## src/design/spf_pkg.sv

```systemverilog
`timescale 1ns / 1ps
`default_nettype none
// ----------------------------------------------------------------------------
// spf_pkg
// Types and constants shared by the serial packet framer modules.
// ----------------------------------------------------------------------------
package spf_pkg;

    // Queue depths (powers of two so that the pointers wrap on their own).
    localparam int CQ_DEPTH = 2;
    localparam int CQ_AW    = $clog2(CQ_DEPTH);
    localparam int CQ_CW    = $clog2(CQ_DEPTH + 1);
    localparam int OQ_DEPTH = 4;
    localparam int OQ_AW    = $clog2(OQ_DEPTH);
    localparam int OQ_CW    = $clog2(OQ_DEPTH + 1);

    localparam logic [7:0] MARK_SYNC      = 8'hFF;
    localparam logic [7:0] MARK_START     = 8'h55;
    localparam logic [7:0] LINGO_ID       = 8'h00;
    localparam logic [7:0] AUTH_VER_MAJOR = 8'h02;
    localparam logic [7:0] AUTH_VER_MINOR = 8'h00;

    localparam logic CMD_START   = 1'b0;
    localparam logic CMD_PAYLOAD = 1'b1;

    localparam logic [1:0] EXTRA_NONE    = 2'd0;
    localparam logic [1:0] EXTRA_AUTH    = 2'd1;
    localparam logic [1:0] EXTRA_SESSION = 2'd2;

    // Byte sequencer steps.
    localparam logic [3:0] STEP_FIRST  = 4'd0;
    localparam logic [3:0] STEP_START  = 4'd1;
    localparam logic [3:0] STEP_LEN    = 4'd2;
    localparam logic [3:0] STEP_LINGO  = 4'd3;
    localparam logic [3:0] STEP_CMD    = 4'd4;
    localparam logic [3:0] STEP_TID_HI = 4'd5;
    localparam logic [3:0] STEP_TID_LO = 4'd6;
    localparam logic [3:0] STEP_EXTRA0 = 4'd7;
    localparam logic [3:0] STEP_EXTRA1 = 4'd8;
    localparam logic [3:0] STEP_EXTRA2 = 4'd9;
    localparam logic [3:0] STEP_EXTRA3 = 4'd10;
    localparam logic [3:0] STEP_CSUM   = 4'd15;

    typedef struct packed {
        logic        is_header;
        logic [7:0]  len;
        logic [7:0]  cid;
        logic [15:0] tid;
        logic [1:0]  extra;
        logic [7:0]  page_now;
        logic [7:0]  page_max;
        logic [15:0] sid;
        logic        has_payload;
        logic [7:0]  pbyte;
        logic        last;
    } desc_t;

    typedef struct packed {
        logic [7:0] data;
        logic       run_last;
        logic       packet_end;
    } res_t;

endpackage
`default_nettype wire

```

## src/design/spf_front.sv

```systemverilog
`timescale 1ns / 1ps
`default_nettype none
// ----------------------------------------------------------------------------
// spf_front
// Accepts input items, tracks the open packet and the own transaction ID,
// and turns each useful item into a descriptor for the byte sequencer.
// ----------------------------------------------------------------------------
module spf_front
    import spf_pkg::*;
(
    input  wire logic        clk,
    input  wire logic        rst_n,
    input  wire logic        push,
    output logic             full,
    input  wire logic        cmd,
    input  wire logic [7:0]  packet_length,
    input  wire logic [7:0]  command_id,
    input  wire logic        id_rule,
    input  wire logic [15:0] host_tid,
    input  wire logic [1:0]  header_extra,
    input  wire logic [7:0]  page_now,
    input  wire logic [7:0]  page_max,
    input  wire logic [15:0] session_id,
    input  wire logic        has_payload,
    input  wire logic [7:0]  payload_byte,
    input  wire logic        last,
    output logic             cq_push,
    output desc_t            cq_desc,
    input  wire logic        cq_full
);

    logic [15:0] own_tid_reg, own_tid_next;
    logic        in_packet_reg, in_packet_next;
    logic        accept;

    assign full   = cq_full;
    assign accept = push && !cq_full;

    always_comb
    begin
        own_tid_next   = own_tid_reg;
        in_packet_next = in_packet_reg;
        cq_push        = 1'b0;

        cq_desc.is_header   = (cmd == CMD_START);
        cq_desc.len         = packet_length;
        cq_desc.cid         = command_id;
        cq_desc.tid         = id_rule ? own_tid_reg + 16'd1 : host_tid;
        cq_desc.extra       = header_extra;
        cq_desc.page_now    = page_now;
        cq_desc.page_max    = page_max;
        cq_desc.sid         = session_id;
        cq_desc.has_payload = has_payload;
        cq_desc.pbyte       = payload_byte;
        cq_desc.last        = last;

        if (accept)
        begin
            if (cmd == CMD_START)
            begin
                cq_push        = 1'b1;
                in_packet_next = has_payload;
                if (id_rule)
                begin
                    own_tid_next = own_tid_reg + 16'd1;
                end
            end
            else if (in_packet_reg)
            begin
                // Payload outside a packet is dropped here and never queued.
                cq_push = 1'b1;
                if (last)
                begin
                    in_packet_next = 1'b0;
                end
            end
        end
    end

    always_ff @(posedge clk or negedge rst_n)
    begin
        if (!rst_n)
        begin
            own_tid_reg   <= '0;
            in_packet_reg <= 1'b0;
        end
        else
        begin
            own_tid_reg   <= own_tid_next;
            in_packet_reg <= in_packet_next;
        end
    end

endmodule
`default_nettype wire

```

## src/design/spf_cmd_queue.sv

```systemverilog
`timescale 1ns / 1ps
`default_nettype none
// ----------------------------------------------------------------------------
// spf_cmd_queue
// Short descriptor queue between the front end and the byte sequencer.
// ----------------------------------------------------------------------------
module spf_cmd_queue
    import spf_pkg::*;
(
    input  wire logic  clk,
    input  wire logic  rst_n,
    input  wire logic  wr,
    input  desc_t      wr_desc,
    output logic       full,
    input  wire logic  rd,
    output desc_t      rd_desc,
    output logic       empty
);

    desc_t            mem_reg [CQ_DEPTH];
    logic [CQ_AW-1:0] wr_ptr_reg, rd_ptr_reg;
    logic [CQ_CW-1:0] count_reg;
    logic             do_wr, do_rd;

    assign full    = (count_reg == CQ_CW'(CQ_DEPTH));
    assign empty   = (count_reg == '0);
    assign do_wr   = wr && !full;
    assign do_rd   = rd && !empty;
    assign rd_desc = mem_reg[rd_ptr_reg];

    always_ff @(posedge clk)
    begin
        if (do_wr)
        begin
            mem_reg[wr_ptr_reg] <= wr_desc;
        end
    end

    always_ff @(posedge clk or negedge rst_n)
    begin
        if (!rst_n)
        begin
            wr_ptr_reg <= '0;
            rd_ptr_reg <= '0;
            count_reg  <= '0;
        end
        else
        begin
            if (do_wr)
            begin
                wr_ptr_reg <= wr_ptr_reg + 1'b1;
            end
            if (do_rd)
            begin
                rd_ptr_reg <= rd_ptr_reg + 1'b1;
            end
            if (do_wr && !do_rd)
            begin
                count_reg <= count_reg + 1'b1;
            end
            else if (do_rd && !do_wr)
            begin
                count_reg <= count_reg - 1'b1;
            end
        end
    end

endmodule
`default_nettype wire

```

## src/design/spf_back.sv

```systemverilog
`timescale 1ns / 1ps
`default_nettype none
// ----------------------------------------------------------------------------
// spf_back
// Byte sequencer: walks each descriptor one byte per cycle while the result
// queue has room, keeps the running checksum and feeds the result queue.
// ----------------------------------------------------------------------------
module spf_back
    import spf_pkg::*;
(
    input  wire logic  clk,
    input  wire logic  rst_n,
    input  desc_t      cq_desc,
    input  wire logic  cq_empty,
    output logic       cq_pop,
    input  wire logic  pop,
    output logic       empty,
    output logic [7:0] out_byte,
    output logic       run_last,
    output logic       packet_end
);

    logic [3:0]       step_reg, step_next;
    logic [7:0]       sum_reg, sum_next;
    res_t             oq_reg [OQ_DEPTH];
    logic [OQ_AW-1:0] oq_wr_ptr_reg, oq_rd_ptr_reg;
    logic [OQ_CW-1:0] oq_count_reg;
    logic             oq_full, oq_pop;
    logic             fire, summed, final_byte;
    logic [3:0]       last_data;
    res_t             res;

    assign oq_full = (oq_count_reg == OQ_CW'(OQ_DEPTH));
    assign empty   = (oq_count_reg == '0);
    assign oq_pop  = pop && !empty;
    assign fire    = !cq_empty && !oq_full;
    assign cq_pop  = fire && final_byte;

    always_comb
    begin
        case (cq_desc.extra)
            EXTRA_AUTH:    last_data = STEP_EXTRA3;
            EXTRA_SESSION: last_data = STEP_EXTRA1;
            default:       last_data = STEP_TID_LO;
        endcase

        res.data       = 8'h00;
        res.packet_end = 1'b0;
        summed         = 1'b1;
        step_next      = step_reg;

        if (step_reg == STEP_CSUM)
        begin
            res.data       = 8'h00 - sum_reg;
            res.packet_end = 1'b1;
            summed         = 1'b0;
            final_byte     = 1'b1;
            step_next      = STEP_FIRST;
        end
        else if (cq_desc.is_header)
        begin
            case (step_reg)
                STEP_FIRST:  res.data = MARK_SYNC;
                STEP_START:  res.data = MARK_START;
                STEP_LEN:    res.data = cq_desc.len;
                STEP_LINGO:  res.data = LINGO_ID;
                STEP_CMD:    res.data = cq_desc.cid;
                STEP_TID_HI: res.data = cq_desc.tid[15:8];
                STEP_TID_LO: res.data = cq_desc.tid[7:0];
                STEP_EXTRA0: res.data = (cq_desc.extra == EXTRA_AUTH) ?
                                        AUTH_VER_MAJOR : cq_desc.sid[15:8];
                STEP_EXTRA1: res.data = (cq_desc.extra == EXTRA_AUTH) ?
                                        AUTH_VER_MINOR : cq_desc.sid[7:0];
                STEP_EXTRA2: res.data = cq_desc.page_now;
                STEP_EXTRA3: res.data = cq_desc.page_max;
                default:     res.data = 8'h00;
            endcase
            // The two marker bytes stay out of the checksum.
            summed = !(step_reg inside {STEP_FIRST, STEP_START});
            if (step_reg == last_data)
            begin
                final_byte = cq_desc.has_payload;
                step_next  = cq_desc.has_payload ? STEP_FIRST : STEP_CSUM;
            end
            else
            begin
                final_byte = 1'b0;
                step_next  = step_reg + 4'd1;
            end
        end
        else
        begin
            res.data   = cq_desc.pbyte;
            final_byte = !cq_desc.last;
            step_next  = cq_desc.last ? STEP_CSUM : STEP_FIRST;
        end

        res.run_last = final_byte;

        sum_next = sum_reg;
        if (cq_desc.is_header && step_reg == STEP_FIRST)
        begin
            sum_next = 8'h00;
        end
        else if (summed)
        begin
            sum_next = sum_reg + res.data;
        end
    end

    assign out_byte   = oq_reg[oq_rd_ptr_reg].data;
    assign run_last   = oq_reg[oq_rd_ptr_reg].run_last;
    assign packet_end = oq_reg[oq_rd_ptr_reg].packet_end;

    always_ff @(posedge clk)
    begin
        if (fire)
        begin
            oq_reg[oq_wr_ptr_reg] <= res;
        end
    end

    always_ff @(posedge clk or negedge rst_n)
    begin
        if (!rst_n)
        begin
            step_reg      <= STEP_FIRST;
            sum_reg       <= '0;
            oq_wr_ptr_reg <= '0;
            oq_rd_ptr_reg <= '0;
            oq_count_reg  <= '0;
        end
        else
        begin
            if (fire)
            begin
                step_reg      <= step_next;
                sum_reg       <= sum_next;
                oq_wr_ptr_reg <= oq_wr_ptr_reg + 1'b1;
            end
            if (oq_pop)
            begin
                oq_rd_ptr_reg <= oq_rd_ptr_reg + 1'b1;
            end
            if (fire && !oq_pop)
            begin
                oq_count_reg <= oq_count_reg + 1'b1;
            end
            else if (oq_pop && !fire)
            begin
                oq_count_reg <= oq_count_reg - 1'b1;
            end
        end
    end

endmodule
`default_nettype wire

```

## src/design/serial_packet_framer.sv

```systemverilog
`timescale 1ns / 1ps
`default_nettype none
// ----------------------------------------------------------------------------
// serial_packet_framer
// Builds outgoing serial packets (header, payload, checksum) byte by byte.
// ----------------------------------------------------------------------------
// An item is taken in any cycle in which the two-entry descriptor queue has
// room, so items may arrive back to back. The byte sequencer behind it emits
// one result per cycle into a four-entry result queue while that queue has
// room: a start item yields 7 to 12 bytes, a payload item one or two, and a
// payload item outside an open packet yields none and is dropped. With results
// popped every cycle the sustained rate is one payload item per cycle; header
// bursts and checksum bytes fill the queues and push back through full.
module serial_packet_framer
    import spf_pkg::*;
(
    input  wire logic        clk,
    input  wire logic        rst_n,
    input  wire logic        push,
    output logic             full,
    input  wire logic        cmd,
    input  wire logic [7:0]  packet_length,
    input  wire logic [7:0]  command_id,
    input  wire logic        id_rule,
    input  wire logic [15:0] host_tid,
    input  wire logic [1:0]  header_extra,
    input  wire logic [7:0]  page_now,
    input  wire logic [7:0]  page_max,
    input  wire logic [15:0] session_id,
    input  wire logic        has_payload,
    input  wire logic [7:0]  payload_byte,
    input  wire logic        last,
    output logic             empty,
    input  wire logic        pop,
    output logic [7:0]       out_byte,
    output logic             run_last,
    output logic             packet_end
);

    logic  cq_push, cq_full, cq_pop, cq_empty;
    desc_t cq_wr_desc, cq_rd_desc;

    spf_front u_front (
        .clk           (clk),
        .rst_n         (rst_n),
        .push          (push),
        .full          (full),
        .cmd           (cmd),
        .packet_length (packet_length),
        .command_id    (command_id),
        .id_rule       (id_rule),
        .host_tid      (host_tid),
        .header_extra  (header_extra),
        .page_now      (page_now),
        .page_max      (page_max),
        .session_id    (session_id),
        .has_payload   (has_payload),
        .payload_byte  (payload_byte),
        .last          (last),
        .cq_push       (cq_push),
        .cq_desc       (cq_wr_desc),
        .cq_full       (cq_full)
    );

    spf_cmd_queue u_cmd_queue (
        .clk     (clk),
        .rst_n   (rst_n),
        .wr      (cq_push),
        .wr_desc (cq_wr_desc),
        .full    (cq_full),
        .rd      (cq_pop),
        .rd_desc (cq_rd_desc),
        .empty   (cq_empty)
    );

    spf_back u_back (
        .clk        (clk),
        .rst_n      (rst_n),
        .cq_desc    (cq_rd_desc),
        .cq_empty   (cq_empty),
        .cq_pop     (cq_pop),
        .pop        (pop),
        .empty      (empty),
        .out_byte   (out_byte),
        .run_last   (run_last),
        .packet_end (packet_end)
    );

endmodule
`default_nettype wire

```

## config.mk

```make
export PLATFORM = sky130hd
export DESIGN_NAME = serial_packet_framer
export DESIGN_NICKNAME = d
export VERILOG_FILES = /design/src/design/spf_pkg.sv /design/src/design/spf_front.sv /design/src/design/spf_cmd_queue.sv /design/src/design/spf_back.sv /design/src/design/serial_packet_framer.sv
export SDC_FILE = /design/constraint.sdc
export NUM_CORES = 1
export LEC_CHECK = 0
export ABC_CLOCK_PERIOD_IN_PS = 6450
export BUFFER_PORTS_ARGS = -buffer_cell sky130_fd_sc_hd__buf_2
export CORE_ASPECT_RATIO = 0.7
export CORE_MARGIN = 1.5
export CORE_UTILIZATION = 50
export DETAILED_ROUTE_END_ITERATION = 12
export PLACE_DENSITY = 0.69
export SLEW_MARGIN = 10
export SYNTH_ARGS = -nofsm -noshare
export SYNTH_HDL_FRONTEND = slang
export SYNTH_HIERARCHICAL = 1
export SYNTH_SLANG_ARGS = --single-unit
export TNS_END_PERCENT = 50
```

## constraint.sdc

```tcl
create_clock -name clk -period 6.45 [get_ports clk]
set_clock_uncertainty 0.1 [all_clocks]
set_input_delay 0.645 -clock clk [delete_from_list [all_inputs] [get_ports clk]]
set_output_delay 0.645 -clock clk [all_outputs]
set_load 0.02 [all_outputs]
```

---- After elaboration in Yosys (flattened, before gate mapping) ----
Memory sizes are Yosys's and may differ from the RTL's.
Cells that the tools add are included.
storage, ports and cells
  flip-flop bits (word level) ............. 40
  memory bits (writable) .................. 194
  input port bits ......................... 82
  output and inout bits ................... 12
  memories ................................ 2
memory list
  memory               words  bits a word  rd ports  clocked after Yosys merged registers in  write ports  RTL line             RTL
  u_cmd_queue.mem_reg  2      77           1         0                                        1            spf_cmd_queue.sv:20  desc_t mem_reg [CQ_DEPTH];
  u_back.oq_reg        4      10           1         0                                        1            spf_back.sv:25       res_t oq_reg [OQ_DEPTH];
operators by class
  $add $sub $neg .......................... 12
  eq/ne operators ......................... 15
  multiplexer cells ....................... 34
  bitwise gates (word level) .............. 1
  reduce and logical (&&, ||, !) cells .... 30
operator list
  kind                   count
  $pmux 8 s10            1
  $mux 8                 6
  $mux 4                 5
  $add 16x1->16 const B  1
  $eq 4x3->1 const B     4
  $eq 4x4->1 const B     4
  $mux 1                 16
  $mux 16                1
  $logic_and 1x1->1      11
  $logic_not 1->1        10
  $add 8x8->8            1
  $pmux 4 s2             1
  $reduce_bool 2->1      4
  $sub 1x8->8 const A    1
  $add 2x1->2 const B    3
  $mux 3                 2
  $add 4x1->4 const B    1
  $eq 2x2->1 const B     2
  $eq 4x1->1 const B     1
  $eq 4x2->1 const B     1
  $eq 4x4->1             1
  $logic_not 4->1        1
  $mux 2                 2
  $add 3x1->3 const B    1
  10 further kinds       11

---- Longest topological paths before layout ----
An unclocked memory read counts as a cell.
  word-level depth ........................ 12
  gate-level depth with buffers ........... 19

---- Hierarchy ----
Netlist, hierarchy kept.
by module, submodules not included
  module         times used  cells each  area an instance (µm²)  sequential area each (µm²)
  spf_cmd_queue  1           259         5833.1                  4724.5
  spf_back       1           325         3644.7                  1676.6
  spf_front      1           202         1697.9                  425.4

---- Worst setup path after synthesis ----
Ideal clock, no wire load.
  path kind ............................... register -> register
  start point ............................. reg u_cmd_queue.count_reg[0]
  end point ............................... mem u_cmd_queue/mem_reg[0][0] (netlist name) (enable)
  arrival ................................. 4.210 ns
  data required time ...................... 5.837 ns
  setup slack ............................. 1.627 ns
  stages on the path, launching flop included .. 7
  period minus slack after synthesis ...... 4.823 ns
  cell sequence ........................... dfrtp_1 > nand2b_1 > inv_1 > nand2b_1 > a21oi_1 > nand2_1 > nor2_1
between the ends
  longest elaborated chain between the ends .. 7
ends and longest elaborated chain
  item                          RTL line                    RTL
  from (decl)                   spf_cmd_queue.sv:22         logic [CQ_CW-1:0] count_reg;
  from (signal assigned)        spf_cmd_queue.sv:59         count_reg <= count_reg + 1'b1;
  from (signal assigned)        spf_cmd_queue.sv:63         count_reg <= count_reg - 1'b1;
  $eq 2x2->1                    spf_cmd_queue.sv:25         assign full = (count_reg == CQ_CW'(CQ_DEPTH));
  net cq_full                   serial_packet_framer.sv:40  logic cq_push, cq_full, cq_pop, cq_empty;
  $logic_not 1->1               spf_front.sv:37             assign accept = push && !cq_full;
  $logic_and 1x1->1             spf_front.sv:37
  $mux 1                        spf_front.sv:57             if (accept)
  net cq_push                   serial_packet_framer.sv:40
  $logic_and 1x1->1             spf_cmd_queue.sv:27         assign do_wr = wr && !full;
  $mux 1                        spf_cmd_queue.sv:33         if (do_wr)
  $mux 1 (implied by the code)  spf_cmd_queue.sv:35         mem_reg[wr_ptr_reg] <= wr_desc;
  to (decl)                     spf_cmd_queue.sv:20
The timed path passes the listed nets, and every way through them passes these cells.

==> flow_results.org <==
** Clocking
- The clock net in this run drives a total of 234 sinks.
- Root Driver :: sky130_fd_sc_hd__clkbuf_16
- After clock tree synthesis, the flow added hold-fix buffers numbering 0.
- Postcts setup bufs :: 0
- Number of gates resized after cts :: 0
- CTS max path bufs :: 3
- Insertion delay to the later sink of the worst-skew pair :: 510 ps
- Clock transition at the registers of the reported paths :: 60 ps
- CTS H-tree depth :: 1
- Counting the buffers created by CTS gives 23.
- TritonCTS built the clock tree.

** Cells and area
- Layout overhead on the synthesized area :: 8.06%
- Fill cells in the final layout number 1726.
- For this run, the post-layout net count is 913.
- Antenna fix cells :: 0
- Final core utilization :: 55.4%
- Fraction of final layout cells with drive strength greater than 1 :: 28.8%
- The register with the most flip-flops in the layout has 154 of them.

** GRT
- Pin count of the biggest net entering global routing :: 78
- Wire length of the first global-routing pass :: 36.3 mm
- Summed over all layers, the global routing overflow is 0.
- Via count of the first global-routing pass :: 6516
- The initial antenna violation count is 0.
- Overall track demand over capacity in global routing :: 20.2%

** STA
- Final Hold Fails :: 0
- Counting I/O delays and the setup requirement, the final critical path takes 4750 ps.
- Timing would allow up to 211 MHz.
- Setup total negative slack on the finished layout was measured at 0 ps.
- Final setup viols :: 0
- The number of max-slew violations in the final report was 0.
- Unrepaired setup endpoints after global routing :: no
- Headroom to the max-slew limit came out at 24.9%.
- Share of the clock period used by the worst path :: 73.6%
- Transition at the pin with the smallest max-transition slack :: 1130 ps

** Route
- Iteration count of the initial detailed-routing pass :: 5
- After detailed routing, the number of remaining DRC violations is 0.
- Count of nets left with antenna violations after detail routing :: 0
- Detailed routing inserted a total of 6371 vias.
- Wires add up to 23.0 mm.
- DRC marker count from the first detailed-route iteration :: 759
- Using the TritonRoute via totals, the vias-per-cell ratio works out to 5.77.
- After detailed routing, the average wire length per cell comes to 20.8 microns.

** Power
- Worst IR Drop VDD :: 0.229 mV
- Leakage power summed over all cells :: 4.47 nW
- Dividing total power by cell area gives a power density of 497 mW/mm^2.

** Logic synthesis
- Sequential cell area fraction in the yosys report :: 61.1%
- For this run, the leading register cell type out of synthesis is sky130_fd_sc_hd__edfxtp_1.
- Count of unique library cells instantiated by Yosys :: 72
- Adder-cell share of the synthesized area :: 2.71%
- Post-synthesis share of cell area spent on xor and xnor gates :: 3.76%
- Synthesis produced 786 cells.
- In this run the cell area of the synthesized design comes to 0.0112 sq mm.
- Number of nets produced by synthesis :: 891
- Summing the areas of all compound-gate instances in the mapped netlist gives 7.31% of the synthesized area.
- Async set-reset flop share out of synthesis :: 17.1%
- A synthesized cell averages 14.2 sq um.
- Register bit total from synthesis :: 234
- Simple-gate share of the synthesized area :: 7.17%
- Dominant combinational cell family by area after synthesis :: multiplexers
- Number of enable flip-flop cells after synthesis :: 194
- Mux contribution to synthesized area :: 11.2%
- Yosys warns :: 6

** Floorplan
- Number of top-level pins :: 94
- The die is 128 microns tall.
- For this configuration, the core starts out at a cell density of 51.3%.
- The total area inside the core boundary comes to 0.0218 sq mm.
- Total number of placement rows :: 45
- The die is 182 microns wide.
- Die Area :: 0.0233 sq mm

** Worst setup path
- The number of cells on the worst reg-to-reg path is 14.
- Worst setup path start :: u_cmd_queue/rd_ptr_reg
- The startpoint identified for the worst register-to-register timing path is u_cmd_queue/rd_ptr_reg.
- The worst setup path is captured at a flip-flop.
- Startpoint-to-endpoint class of the critical path :: flip-flop to flip-flop
- The worst setup path is launched from a flip-flop.
- Maximum fanout along the worst path :: 40
- Required arrival time at the worst endpoint :: 6740 ps
- Register-to-register setup slack :: 1700 ps
- In this run the critical register-to-register path is captured at u_back/sum_reg[6].
- Arrival time worst endpoint :: 5040 ps
- The critical path ends at u_back/sum_reg[6].

** Flow run
- Count of maximum capacitance violations :: 0

** Placed design
- DP Wirelength :: 16.0 mm
- Count of buffers inserted at the top-level ports :: 93
- Routability-driven placement finished with a final weighted congestion of 0.853.

** Min path
- Path class of the lowest-slack min-delay path :: input pin to asynchronous set/reset pin

** Outcome
- The run finished with clean final reports.
stage by stage:
| step | hold WS, ps | cells | worst slack, ps | total power, W | cell area (sq um) |
|---|---|---|---|---|---|
| floorplan | 249 | 786 | 1630 | 0.00416 | 11200 |
| global placement | 385 | 1065 | 1880 | 0.00463 | 11400 |
| detailed placement | 396 | 1065 | 1720 | 0.00472 | 11400 |
| CTS | 209 | 1104 | 1720 | 0.00603 | 12100 |
| global route | 217 | 1104 | 1230 | 0.00636 | 12100 |
| finish | 211 | 1104 | 1700 | 0.00600 | 12100 |
how the worst min path moves through the flow:
stage                                      endpoint  depth (start not counted)               startpoint
after global placement       u_back/oq_count_reg[2]                          1   u_back/oq_count_reg[2]
after floorplan              u_back/oq_count_reg[0]                          0                    rst_n
after CTS                 u_cmd_queue/mem_reg[1][6]                          1          payload_byte[5]
after detailed placement    u_front/own_tid_reg[15]                          1  u_front/own_tid_reg[15]
after global routing      u_cmd_queue/mem_reg[1][6]                          1          payload_byte[5]
final                       u_front/own_tid_reg[14]                          1                    rst_n
power by group:
group / leakage, nW / total [W] / internal (W) / switching [W]
logic: 1.85 / 0.00225 / 0.000994 / 0.00126
registers: 2.27 / 0.00246 / 0.00215 / 0.000313
clock network: 0.349 / 0.00129 / 0.000753 / 0.000540
total: 4.47 / 0.00600 / 0.00389 / 0.00211
critical path, cell delays in order (launching register included):
cell and delay, ps:
sky130_fd_sc_hd__dfrtp_4 840, sky130_fd_sc_hd__mux2_2 360, sky130_fd_sc_hd__inv_1 200, sky130_fd_sc_hd__a221oi_1 720
sky130_fd_sc_hd__o21ai_0 250, sky130_fd_sc_hd__a31oi_1 420, sky130_fd_sc_hd__ha_1 270, sky130_fd_sc_hd__inv_1 60
sky130_fd_sc_hd__fa_1 410, sky130_fd_sc_hd__nor2b_1 120, sky130_fd_sc_hd__o21ai_0 100, sky130_fd_sc_hd__a21boi_0 290
sky130_fd_sc_hd__o21a_1 160, sky130_fd_sc_hd__o21ai_0 70, sky130_fd_sc_hd__a32o_1 260
cell families after synthesis:
family | count (synthesis)
AOI/OAI and AO/OA | 120
xor gates and xnor gates | 48
adders and majority gates | 23
buffers and inverters | 122
DFF | 234
muxes | 95
and+or+nand+nor | 144
area by class of cell:
| type | instances | area, sq um | share of cell area, % |
|---|---|---|---|
| Clock buffer | 29 | 618 | 5.12 |
| Clock inverter | 10 | 97.6 | 0.808 |
| Inverter | 24 | 90.1 | 0.746 |
| Multi-Input combinational cell | 430 | 3610 | 29.9 |
| Sequential cell | 234 | 6830 | 56.6 |
| Tap cell | 282 | 353 | 2.92 |
| Timing Repair Buffer | 95 | 480 | 3.98 |
per-layer routing:
layer	up-vias	wire length, microns	GRT usage [%]
li1	2916	-	-
met1	3210	11500	31.9
met2	221	9610	29.7
met3	24	1610	3.47
met4	0	272	2.99
met5	-	0	0
cell usage after synthesis, types with 7 or more instances:
| master | number | share of area (%) |
|---|---|---|
| sky130_fd_sc_hd__clkbuf_1 | 17 | 0.57 |
| sky130_fd_sc_hd__dfrtp_1 | 40 | 9.0 |
| sky130_fd_sc_hd__mux2_4 | 20 | 2.7 |
| sky130_fd_sc_hd__a22o_1 | 10 | 0.78 |
| sky130_fd_sc_hd__nor2_1 | 42 | 1.4 |
| sky130_fd_sc_hd__ha_1 | 21 | 2.4 |
| sky130_fd_sc_hd__nor3_1 | 10 | 0.45 |
| sky130_fd_sc_hd__xnor2_1 | 32 | 2.5 |
| sky130_fd_sc_hd__nand2b_1 | 8 | 0.45 |
| sky130_fd_sc_hd__xor2_1 | 16 | 1.3 |
| sky130_fd_sc_hd__inv_1 | 23 | 0.77 |
| sky130_fd_sc_hd__edfxtp_1 | 194 | 52 |
| sky130_fd_sc_hd__o21ai_0 | 21 | 0.94 |
| sky130_fd_sc_hd__mux4_2 | 10 | 2.0 |
| sky130_fd_sc_hd__buf_4 | 64 | 4.3 |
| sky130_fd_sc_hd__a21oi_1 | 33 | 1.5 |
| sky130_fd_sc_hd__buf_2 | 8 | 0.36 |
| sky130_fd_sc_hd__a22oi_1 | 13 | 0.87 |
| sky130_fd_sc_hd__nand3_1 | 12 | 0.54 |
| sky130_fd_sc_hd__nand2_1 | 28 | 0.94 |
| sky130_fd_sc_hd__mux2_2 | 62 | 6.2 |
| sky130_fd_sc_hd__and2_1 | 7 | 0.39 |
cells in the final DEF (no fill, tap or decap), types with 7 or more instances in the layout:
| cell | count |
|---|---|
| sky130_fd_sc_hd__mux2_4 | 20 |
| sky130_fd_sc_hd__nor3_1 | 10 |
| sky130_fd_sc_hd__mux4_2 | 10 |
| sky130_fd_sc_hd__buf_2 | 93 |
| sky130_fd_sc_hd__dfrtp_1 | 39 |
| sky130_fd_sc_hd__a21oi_1 | 33 |
| sky130_fd_sc_hd__nor2_1 | 41 |
| sky130_fd_sc_hd__and2_1 | 7 |
| sky130_fd_sc_hd__a22o_1 | 10 |
| sky130_fd_sc_hd__a22oi_1 | 13 |
| sky130_fd_sc_hd__nand2b_1 | 8 |
| sky130_fd_sc_hd__xor2_1 | 16 |
| sky130_fd_sc_hd__ha_1 | 21 |
| sky130_fd_sc_hd__nand2_1 | 28 |
| sky130_fd_sc_hd__o21ai_0 | 21 |
| sky130_fd_sc_hd__mux2_2 | 62 |
| sky130_fd_sc_hd__clkbuf_16 | 23 |
| sky130_fd_sc_hd__edfxtp_1 | 194 |
| sky130_fd_sc_hd__nand3_1 | 12 |
| sky130_fd_sc_hd__xnor2_1 | 32 |
| sky130_fd_sc_hd__inv_1 | 23 |
Power figures use the tool's default switching activity.
